==> src/sv/spl_pkg.sv <==
// Shared types and constants for the sump pump level controller.
package spl_pkg;

   // Sensor qualification window length in samples
   localparam int unsigned QUAL = 6;

   // Timer and register widths
   localparam int unsigned IDLE_W = 26;
   localparam int unsigned RUN_W  = 20;
   localparam int unsigned CSR_IDX_W  = 2;
   localparam int unsigned CSR_DATA_W = IDLE_W;

   // Timer saturation values
   localparam logic [IDLE_W-1:0] IDLE_MAX = {IDLE_W{1'b1}};
   localparam logic [RUN_W-1:0]  RUN_MAX  = {RUN_W{1'b1}};

   // Register reset values
   localparam logic [IDLE_W-1:0] INACT_LIMIT_RST = IDLE_W'(43200000);
   localparam logic [RUN_W-1:0]  RUN_LIMIT_RST   = RUN_W'(60000);

   // Register indexes
   typedef enum logic [CSR_IDX_W-1:0] {
      CSR_INACT_LIMIT = 2'd0,
      CSR_RUN_LIMIT   = 2'd1
   } csr_idx_type;

   // Event codes reported with each result
   typedef enum logic [2:0] {
      EV_NONE          = 3'd0,
      EV_START_FULL    = 3'd1,
      EV_START_IDLE    = 3'd2,
      EV_STOP_EMPTY    = 3'd3,
      EV_TMO_DISTRUST  = 3'd4,
      EV_TMO_FULL      = 3'd5,
      EV_TMO_OTHER     = 3'd6
   } event_type;

endpackage

==> src/sv/sump_pump_level_controller_unit.sv <==
// Sump pump level controller: sensor qualification, start/stop control and event output.
// The result of each accepted request is registered in the output register.
// Throughput: one request per cycle; the controller state and the result are both
// updated in the accept cycle, so the only stall is a full, stalled output register.
// Reset (synchronous, active high): windows, timers and flags clear, limits return to
// their defaults (43200000 idle ticks, 60000 run ticks), and the output register empties.
module sump_pump_level_controller_unit (
   input  logic                                 clock,
   input  logic                                 reset,
   // request channel
   input  logic                                 req_valid,
   output logic                                 req_stall,
   input  logic                                 req_upper_raw,
   input  logic                                 req_lower_raw,
   // result channel
   output logic                                 rsp_valid,
   input  logic                                 rsp_stall,
   output logic                                 rsp_pump_on,
   output logic [2:0]                           rsp_event_res,
   output logic                                 rsp_fault_raised,
   // configuration
   input  logic                                 csr_write_enable,
   input  logic [spl_pkg::CSR_IDX_W-1:0]        csr_index,
   input  logic [spl_pkg::CSR_DATA_W-1:0]       csr_write_data
);
   import spl_pkg::*;

   // configuration registers
   logic [IDLE_W-1:0] inact_limit_ff;
   logic [RUN_W-1:0]  run_limit_ff;

   // controller state
   logic [QUAL-1:0]   upper_win_ff, upper_win_in;
   logic [QUAL-1:0]   lower_win_ff, lower_win_in;
   logic              pumping_ff, pumping_in;
   logic [RUN_W-1:0]  run_timer_ff, run_timer_in;
   logic [IDLE_W-1:0] idle_timer_ff, idle_timer_in;
   logic              has_run_ff, has_run_in;
   logic              distrust_ff, distrust_in;

   // output register
   logic              rsp_valid_ff;
   logic              pump_on_ff;
   event_type         event_ff, event_in;
   logic              fault_ff, fault_in;

   logic              req_accept;
   logic              full;
   logic              empty;
   logic              both;

   // accept whenever the output register is free or being drained
   assign req_stall  = rsp_valid_ff & rsp_stall;
   assign req_accept = req_valid & ~req_stall;

   // configuration writes
   always_ff @(posedge clock) begin
      if (reset) begin
         inact_limit_ff <= INACT_LIMIT_RST;
         run_limit_ff   <= RUN_LIMIT_RST;
      end else if (csr_write_enable) begin
         if (csr_index == CSR_INACT_LIMIT) begin
            inact_limit_ff <= csr_write_data[IDLE_W-1:0];
         end
         if (csr_index == CSR_RUN_LIMIT) begin
            run_limit_ff <= csr_write_data[RUN_W-1:0];
         end
      end
   end

   // sliding windows and qualified levels
   assign upper_win_in = {upper_win_ff[QUAL-2:0], req_upper_raw};
   assign lower_win_in = {lower_win_ff[QUAL-2:0], req_lower_raw};
   assign full  = ~(&upper_win_in);
   assign empty = &lower_win_in;
   assign both  = full & empty;

   // start / stop decision for one request
   always_comb begin
      pumping_in    = pumping_ff;
      run_timer_in  = run_timer_ff;
      idle_timer_in = idle_timer_ff;
      has_run_in    = has_run_ff;
      distrust_in   = distrust_ff;
      event_in      = EV_NONE;
      fault_in      = 1'b0;
      if (!pumping_ff) begin
         if (idle_timer_ff != IDLE_MAX) begin
            idle_timer_in = idle_timer_ff + 1'b1;
         end
         if (full) begin
            event_in = EV_START_FULL;
         end else if (!empty && has_run_ff && (idle_timer_in > inact_limit_ff)) begin
            event_in = EV_START_IDLE;
         end
         if (event_in != EV_NONE) begin
            fault_in     = both & ~distrust_ff;
            distrust_in  = both;
            pumping_in   = 1'b1;
            run_timer_in = '0;
         end
      end else begin
         if (run_timer_ff != RUN_MAX) begin
            run_timer_in = run_timer_ff + 1'b1;
         end
         if (run_timer_in > run_limit_ff) begin
            if (distrust_ff) begin
               event_in = EV_TMO_DISTRUST;
            end else if (full) begin
               event_in = EV_TMO_FULL;
            end else begin
               event_in = EV_TMO_OTHER;
            end
         end else if (empty && !distrust_ff) begin
            event_in = EV_STOP_EMPTY;
         end
         if (event_in != EV_NONE) begin
            pumping_in    = 1'b0;
            has_run_in    = 1'b1;
            idle_timer_in = '0;
         end
      end
   end

   // state update on accept
   always_ff @(posedge clock) begin
      if (reset) begin
         upper_win_ff  <= '0;
         lower_win_ff  <= '0;
         pumping_ff    <= 1'b0;
         run_timer_ff  <= '0;
         idle_timer_ff <= '0;
         has_run_ff    <= 1'b0;
         distrust_ff   <= 1'b0;
      end else if (req_accept) begin
         upper_win_ff  <= upper_win_in;
         lower_win_ff  <= lower_win_in;
         pumping_ff    <= pumping_in;
         run_timer_ff  <= run_timer_in;
         idle_timer_ff <= idle_timer_in;
         has_run_ff    <= has_run_in;
         distrust_ff   <= distrust_in;
      end
   end

   // output register valid
   always_ff @(posedge clock) begin
      if (reset) begin
         rsp_valid_ff <= 1'b0;
      end else if (req_accept) begin
         rsp_valid_ff <= 1'b1;
      end else if (!rsp_stall) begin
         rsp_valid_ff <= 1'b0;
      end
   end

   // output register payload
   always_ff @(posedge clock) begin
      if (req_accept) begin
         pump_on_ff <= pumping_in;
         event_ff   <= event_in;
         fault_ff   <= fault_in;
      end
   end

   assign rsp_valid        = rsp_valid_ff;
   assign rsp_pump_on      = pump_on_ff;
   assign rsp_event_res    = event_ff;
   assign rsp_fault_raised = fault_ff;

   // checks
   a_accept_fills: assert property (@(posedge clock) disable iff (reset)
      req_accept |=> rsp_valid_ff)
      else $error("accepted request left no result");

   a_fault_on_start: assert property (@(posedge clock) disable iff (reset)
      (rsp_valid_ff && fault_ff) |-> (event_ff == EV_START_FULL))
      else $error("fault flagged without a full-tank start");

   a_start_drives: assert property (@(posedge clock) disable iff (reset)
      (rsp_valid_ff && (event_ff == EV_START_FULL || event_ff == EV_START_IDLE))
         |-> pump_on_ff)
      else $error("start event with pump off");

   a_stop_drives: assert property (@(posedge clock) disable iff (reset)
      (rsp_valid_ff && (event_ff == EV_STOP_EMPTY || event_ff == EV_TMO_DISTRUST ||
         event_ff == EV_TMO_FULL || event_ff == EV_TMO_OTHER)) |-> !pump_on_ff)
      else $error("stop event with pump on");

endmodule
==> config.mk <==
export PLATFORM = sky130hd
export DESIGN_NAME = sump_pump_level_controller_unit
export DESIGN_NICKNAME = d
export VERILOG_FILES = /design/src/sv/spl_pkg.sv /design/src/sv/sump_pump_level_controller_unit.sv
export SDC_FILE = /design/constraint.sdc
export NUM_CORES = 1
export LEC_CHECK = 0
export ABC_AREA = 1
export BUFFER_PORTS_ARGS = -buffer_cell sky130_fd_sc_hd__buf_2
export CAP_MARGIN = 10
export CORE_UTILIZATION = 30
export CTS_BUF_LIST = sky130_fd_sc_hd__clkbuf_4
export CTS_CLUSTER_SIZE = 10
export DETAILED_ROUTE_END_ITERATION = 10
export PLACE_DENSITY = 0.45
export RECOVER_POWER = 25
export SLEW_MARGIN = 20
export SYNTH_ARGS = -nofsm -noshare
export SYNTH_HDL_FRONTEND = slang
export SYNTH_SLANG_ARGS = --single-unit
==> constraint.sdc <==
create_clock -name clock -period 3.4 [get_ports clock]
set_input_delay 0 -clock clock [delete_from_list [all_inputs] [get_ports clock]]
set_output_delay 0 -clock clock [all_outputs]
set_load 0.01 [all_outputs]
; Yosys cells after proc, flatten, opt, wreduce, memory -nomap -nowiden
; Cells that the tools add are included.
[totals]
regBits = 111
inputBits = 35
[classes]
add_sub_neg = 2
n_lt_le_gt_ge = 2
n_eq_ne = 5
n_mux = 22
n_bitwise = 9
reduce_logical = 18
[op_table]
columns = operator, count
row1 = 26-bit 2-to-1 mux, 4
row2 = 20-bit 2-to-1 mux, 4
row3 = "26-bit by 1-bit adder with 26-bit output, second input constant", 1
row4 = 26-bit > comparator, 1
row5 = "26-bit inequality test, second input constant", 1
row6 = "20-bit by 1-bit adder with 20-bit output, second input constant", 1
row7 = 20-bit > comparator, 1
row8 = "20-bit inequality test, second input constant", 1
row9 = 3-bit 2-to-1 mux, 4
row10 = 6-bit AND reduction, 2
row11 = 2-bit 2-to-1 mux, 5
row12 = 2-bit AND reduction, 4
row13 = 3-bit AND reduction, 2
row14 = 3-bit nonzero test, 2
row15 = 1-bit 2-to-1 mux, 5
row16 = 1-bit inverter, 5
row17 = 1-bit bitwise AND, 4
row18 = "2-bit by 1-bit inequality test with 1-bit output, second input constant", 2
row19 = 1-bit logical AND, 3
row20 = "2-bit by 1-bit equality test with 1-bit output, second input constant", 1
row21 = 1-bit zero test, 2
row22 = 2-bit zero test, 1
row23 = 2-bit nonzero test, 1
row24 = 2-bit OR reduction, 1

; Logic depth before layout (Yosys ltp)
[logic_depth]
ltp_word = 11
ltp_mapped = 24

; Least setup slack after synthesis
; No wires, ideal clock.
[synth_timing]
kind = flip-flop to flip-flop
start = register idle_timer_ff[0]
end = register run_timer_ff[19]
t_arrival_ns = 2.745
required_ns = 3.329
slack_ns = 0.584
path_stages_with_launch = 21
synth_period_minus_slack_ns = 2.816
cell_sequence = dfxtp_1 ha_1 nand2_2 nor2_4 nand2_4 nor2_8 nand4_4 buf_6 nand2_2 ha_1 a21o_1 nor2_1 nand3_1 nand2_1 nand3_1 nand2_1 nand3_1 nand2_1 buf_2 nand2_1 a21oi_1
[synth_between]
elab_chain_len = 11
elab_cells_between_ends = 12
classes_between = 1 x add/sub / 1 x order compare / 1 x eq/ne / 5 x mux / 4 x reduce/logical
[synth_rtl]
columns = item, line_no
row1 = "start, declared", sump_pump_level_controller_unit.sv:37  ; logic [IDLE_W-1:0] idle_timer_ff, idle_timer_in;
row2 = "start signal, assigned", sump_pump_level_controller_unit.sv:140  ; idle_timer_ff <= idle_timer_in;
row3 = 26-bit by 1-bit adder with 26-bit output or 26-bit inequality test (tied branches), "sump_pump_level_controller_unit.sv:89, sump_pump_level_controller_unit.sv:88"
row4 = 26-bit 2-to-1 mux (*), sump_pump_level_controller_unit.sv:88  ; if (idle_timer_ff != IDLE_MAX) begin
row5 = 26-bit 2-to-1 mux (*), sump_pump_level_controller_unit.sv:87  ; if (!pumping_ff) begin
row6 = 26-bit > comparator (*), sump_pump_level_controller_unit.sv:93  ; end else if (!empty && has_run_ff && (idle_timer_in > inact_limit_ff)) begin
row7 = 1-bit logical AND (*), sump_pump_level_controller_unit.sv:93
row8 = 2-bit 2-to-1 mux (*), sump_pump_level_controller_unit.sv:93
row9 = 2-bit 2-to-1 mux (*), sump_pump_level_controller_unit.sv:91  ; if (full) begin
row10 = 3-bit 2-to-1 mux (*), sump_pump_level_controller_unit.sv:87
row11 = 3-bit nonzero test (*), sump_pump_level_controller_unit.sv:96  ; if (event_in != EV_NONE) begin
row12 = 2-bit nonzero test (no line) (*), -
row13 = 2-bit AND reduction (no line) (*), -
row14 = "end signal, assigned", sump_pump_level_controller_unit.sv:139  ; run_timer_ff <= run_timer_in;
row15 = "end, declared", sump_pump_level_controller_unit.sv:36  ; logic [RUN_W-1:0] run_timer_ff, run_timer_in;
; Every way passes the cells marked *; elsewhere a longest branch is shown, timed or not. The select of a mux whose other input is x is not followed.
; A chain may end at the register's enable or synchronous reset.

; Worst setup path after layout
[layout_timing]
start = register run_timer_ff[1]
end = register idle_timer_ff[8]
[layout_between]
elab_chain_len = 9
elab_cells_between_ends = 10
classes_between = 1 x add/sub / 1 x order compare / 2 x eq/ne / 4 x mux / 2 x reduce/logical
[layout_rtl]
columns = item, line_no
row1 = 20-bit by 1-bit adder with 20-bit output or 20-bit inequality test (tied branches), "sump_pump_level_controller_unit.sv:104, sump_pump_level_controller_unit.sv:103"
row2 = 20-bit 2-to-1 mux (*), sump_pump_level_controller_unit.sv:103  ; if (run_timer_ff != RUN_MAX) begin
row3 = 20-bit 2-to-1 mux (*), sump_pump_level_controller_unit.sv:87
row4 = 20-bit > comparator (*), sump_pump_level_controller_unit.sv:106  ; if (run_timer_in > run_limit_ff) begin
row5 = 3-bit 2-to-1 mux (*), sump_pump_level_controller_unit.sv:106
row6 = 3-bit 2-to-1 mux (*), sump_pump_level_controller_unit.sv:87
row7 = 3-bit nonzero test (*), sump_pump_level_controller_unit.sv:117  ; if (event_in != EV_NONE) begin
row8 = 2-bit by 1-bit inequality test with 1-bit output (no line) (*), -
row9 = 2-bit AND reduction (no line) (*), -
; Marked as above.

==> reports/results.env <==
CP_COMMON_CELL='sky130_fd_sc_hd__nand2_1'
IOS=42
DIE_W_UM=150
GRT_ANTENNA_BEFORE_REPAIR=1
YS_FF_LATCH=111
CRITICAL_PATH.MAX_FANOUT=26
NETLIST_TOP_CELLS_AREA='sky130_fd_sc_hd__dfxtp_1 32%, sky130_fd_sc_hd__nand2_1 14%, sky130_fd_sc_hd__ha_1 9.2%, sky130_fd_sc_hd__a21oi_1 7.0%, sky130_fd_sc_hd__inv_1 5.6%'
Y_DIMENSION_OF_THE_DIE_UM=150
SYNTH_EDF_COUNT=5
SYNTHDISTINCTLIBCELLS=38
LAYOUT_MIN_CYCLE_TIME_PS=3110
MAX_STAGE_DELAY_PS=380
SYNTH.LARGEST_AREA_CELL='sky130_fd_sc_hd__dfxtp_1'
ROUTE.DETAILED.DRC=0
END_KIND='flip-flop'
DATA_REQUIRED_TIME_AT_THE_WORST_ENDPOINT_PS=3820
MAXIMUM_NUMBER_OF_PINS_ON_ONE_NET_BEFORE_GLOBAL_ROUTE_REPAIR=51
POST_DRT_WL_PER_CELL_UM=13.6
NUMBER_OF_DRC_MARKERS_AFTER_THE_INITIAL_DETAILED_ROUTE_ITERATION=279
START_KIND='flip-flop'
TOTAL_LEAKAGE_POWER_nW=3.41
CTS.SINK_COUNT=111
YOSYSTOPAREACELLSHARE=0.324
FINAL_WTD_CONGESTION=0.818
DRT-TOTAL-WL_UM=17700
CTS.REPORTEDPATHS.CLKPINSLEW_PS=180
MOST_REPEATED_CELL_IN_THE_GATE_LEVEL_NETLIST_AFTER_SYNTHESIS='sky130_fd_sc_hd__nand2_1'
MIN-DELAY-PATH-CLASS='in2reg'
VIA_PER_INST=4.52
FIRST_GLOBAL_VIAS=5680
TIMING_WORST_SETUP_PATH_TYPE='reg2reg'
GRT_MOST_USED_LAYER='met2'
NUMBER_OF_NETS_AT_THE_END_OF_THE_FLOW=1101
POSTSYNTHNETCOUNT=1002
DIE_AREA_MM2=0.0224
STATUS='complete, no violations'
PLACED_CELLS=1242
TRITONCTS.NUM_BUFFERS=9
HOLD_WS_PS=64.5
ANT_NETS=0
VDD.IR_DROP.WORST_uV=139
FINAL-INSTANCE-COUNT-EXCL-FILL=1299
CLOCKROOTBUFFER='sky130_fd_sc_hd__clkbuf_4'
ROUTED-VIA-COUNT=5875
USE_MET1=0.208
SYN2LAYOUT_AREA_GROWTH_PCT=19.4
TOTAL_OF_ENDPOINTS_WITH_NEGATIVE_SETUP_SLACK_IN_THE_FINAL_REPORT=0
FIN_CRIT_SH=0.915
CTS_MAX_LEVEL=3
CAP_VIOLATIONS=0
FINAL_HOLD_VIOL_COUNT=0
FINAL_LAYOUT_SIZE_SUFFIX_GT1_FRAC=0.165
SYNTH_AREA_MM2=0.00655
DP.FINAL_HPWL_UM=13300
CTS_TREE='done'
GRT.TOTAL_USAGE=0.165
TIMING.CLOCK.SKEW_PS=23.8
WORST_SKEW_PAIR.LATE_LATENCY_PS=490
ACHIEVABLE-FREQUENCY_MHz=322
SYN_INST=919
NUMBER_OF_INSERTED_FILLER_CELLS_IN_THE_FINAL_LAYOUT=2330
CTS_BUFFER_DEPTH=2
STD_CELL_ROWS=53
SYNTH_ASYNC_SR_FLOP_SHARE=0
DETAIL_ROUTE.FIRST_PASS.ITERATIONS=4
GRT_USE_MET2=0.284
MEASURED_SLEW_AT_THE_WORST_SLEW_CHECK_PIN_PS=1240
CRIT_SLOWEST_CELL='sky130_fd_sc_hd__dfxtp_2'
GLOBAL_ROUTE_WIRE_LENGTH_BEFORE_REPAIR_UM=28700
USE_MET3=0.0256
SYN_AREA_PER_CELL_UM2=7.12
YOSYSWARNINGS=0
CORE_AREA_MM2=0.0212
SEQ_AREA_FRAC_SYNTH=0.347
POWER_DENSITY_mW_PER_MM2=303
CP_CELL_SEQUENCE='ha_1 > nand3_1 > inv_1 > nand2_1 > nor2_2 > nand2_2 > buf_4 > nand2_1 > ha_1 > nand2_1 > nor2_1 > nand4_1 > nor2_1 > nand4_1 > nand2_2 > nand3_2 > nand2_2 > buf_12 > nand2_1 > a21oi_1'
PORT_BUFFERS=41
TIMING.CRITICAL_PATH.ARRIVAL_PS=3530
REMAINING_GLOBAL_ROUTE_OVERFLOW=0
SYNTH_TOP_FLOP_CELL='sky130_fd_sc_hd__dfxtp_1'
POST_SYNTH_MOST_FREQUENT_CELLS='247 x sky130_fd_sc_hd__nand2_1, 106 x sky130_fd_sc_hd__dfxtp_1, 98 x sky130_fd_sc_hd__inv_1, 91 x sky130_fd_sc_hd__a21oi_1, 79 x sky130_fd_sc_hd__nor2_1'
TIMING_MAX_TRANSITION_VIOLATIONS_FINAL=0
INITIAL_UTILIZATION=0.308
TIMING.SLEW.HEADROOM=0.173
TOTALNEGATIVESETUPSLACK_PS=0
worst max-delay path, delay by kind of cell (launching register included):
family	cells	cell delay, ps
AND/OR/NAND/NOR	14	1560
adder cells (fa/ha/maj)	2	500
buffers and inverters	3	450
flip-flops	1	380
AO/OA/AOI/OAI	1	130
final cells by class:
class | count | area [µm²] | area share
Clock inverter | 5 | 58.8 | 0.00752
Antenna cell | 1 | 2.50 | 0.000320
Inverter | 102 | 383 | 0.0490
Sequential cell | 111 | 2280 | 0.292
Multi-Input combinational cell | 674 | 3790 | 0.484
Clock buffer | 11 | 82.6 | 0.0106
Timing Repair Buffer | 120 | 878 | 0.112
Tap cell | 275 | 344 | 0.0440
report_power, final:
part / leakage [nW] / internal [mW] / switching, mW
Clock: 0.0731 / 0.241 / 0.468
Combinational: 2.42 / 0.110 / 0.176
Sequential: 0.915 / 1.36 / 0.0181
Total: 3.41 / 1.71 / 0.662
state kept, by name, indices dropped and copies added, names as in the netlist:
register          flops
distrust_ff           1
has_run_ff            1
idle_timer_ff        26
inact_limit_ff       26
lower_win_ff          5
pumping_ff            1
rsp_event_res         3
rsp_fault_raised      1
rsp_pump_on           1
rsp_valid             1
run_limit_ff         20
run_timer_ff         20
upper_win_ff          5
worst paths after layout:
check / start / endpoint / slack (ps) / depth (start not counted)
max: run_timer_ff[1] / idle_timer_ff[8] / 290 / 20
min: csr_index[0] / run_limit_ff[5] / 60 / 6
max reg2reg: run_timer_ff[1] / idle_timer_ff[8] / 290 / 20
min reg2reg: inact_limit_ff[24] / inact_limit_ff[24] / 480 / 2
per-stage QoR:
| step | total power, mW | setup WS, ps | area (µm²) | util |
|---|---|---|---|---|
| after detailed placement | 1.67 | 92.3 | 7250 | 0.341 |
| final | 2.37 | 290 | 7820 | 0.368 |
| after global routing | 2.51 | -13.1 | 7820 | 0.368 |
| after global placement | 1.66 | 75.5 | 7250 | 0.341 |
| after floorplan | 1.57 | 584 | 6550 | - |
| after CTS | 2.42 | 39.0 | 7700 | 0.363 |
kinds of logic (layout without fill, tap and decap cells):
| family | after synthesis | in the layout | synth area share |
|---|---|---|---|
| and+or+nand+nor | 420 | 420 | 0.284 |
| AOI/OAI and AO/OA | 170 | 170 | 0.143 |
| buffers and inverters | 134 | 238 | 0.0841 |
| DFF | 111 | 111 | 0.347 |
| adders and majority gates | 48 | 48 | 0.0917 |
| xor gates and xnor gates | 36 | 36 | 0.0505 |
| other | 0 | 1 | 0 |
repair_timing:
item | in CTS | in global routing
setup buffers | 0 | 9
endpoints found under the setup margin | 0 | 52
resized for setup | 0 | 24
endpoints found under the hold margin | 51 | 0
hold buffers | 31 | 0
per-layer routing:
metal | vias up | share of wire
met5 | - | 0
met3 | 21 | 0.026
met1 | 2624 | 0.47
met2 | 65 | 0.49
li1 | 3165 | -
met4 | 0 | 0.021
cells in the final DEF, fill, tap and decap left out, drive strengths merged, types with 9 or more instances in the layout:
master,synthesis,layout
xnor2,9,9
nand3,32,32
nand4,11,11
a21oi,99,99
nand2,273,273
buf,11,77
nor2,85,85
inv,101,100
xor2,27,27
dlygate4sd3,0,31
clkbuf,21,23
dfxtp,106,106
o21ai,49,49
o211ai,16,16
nor3,16,16
ha,48,48
No activity file was read; power rests on OpenSTA's default activity.
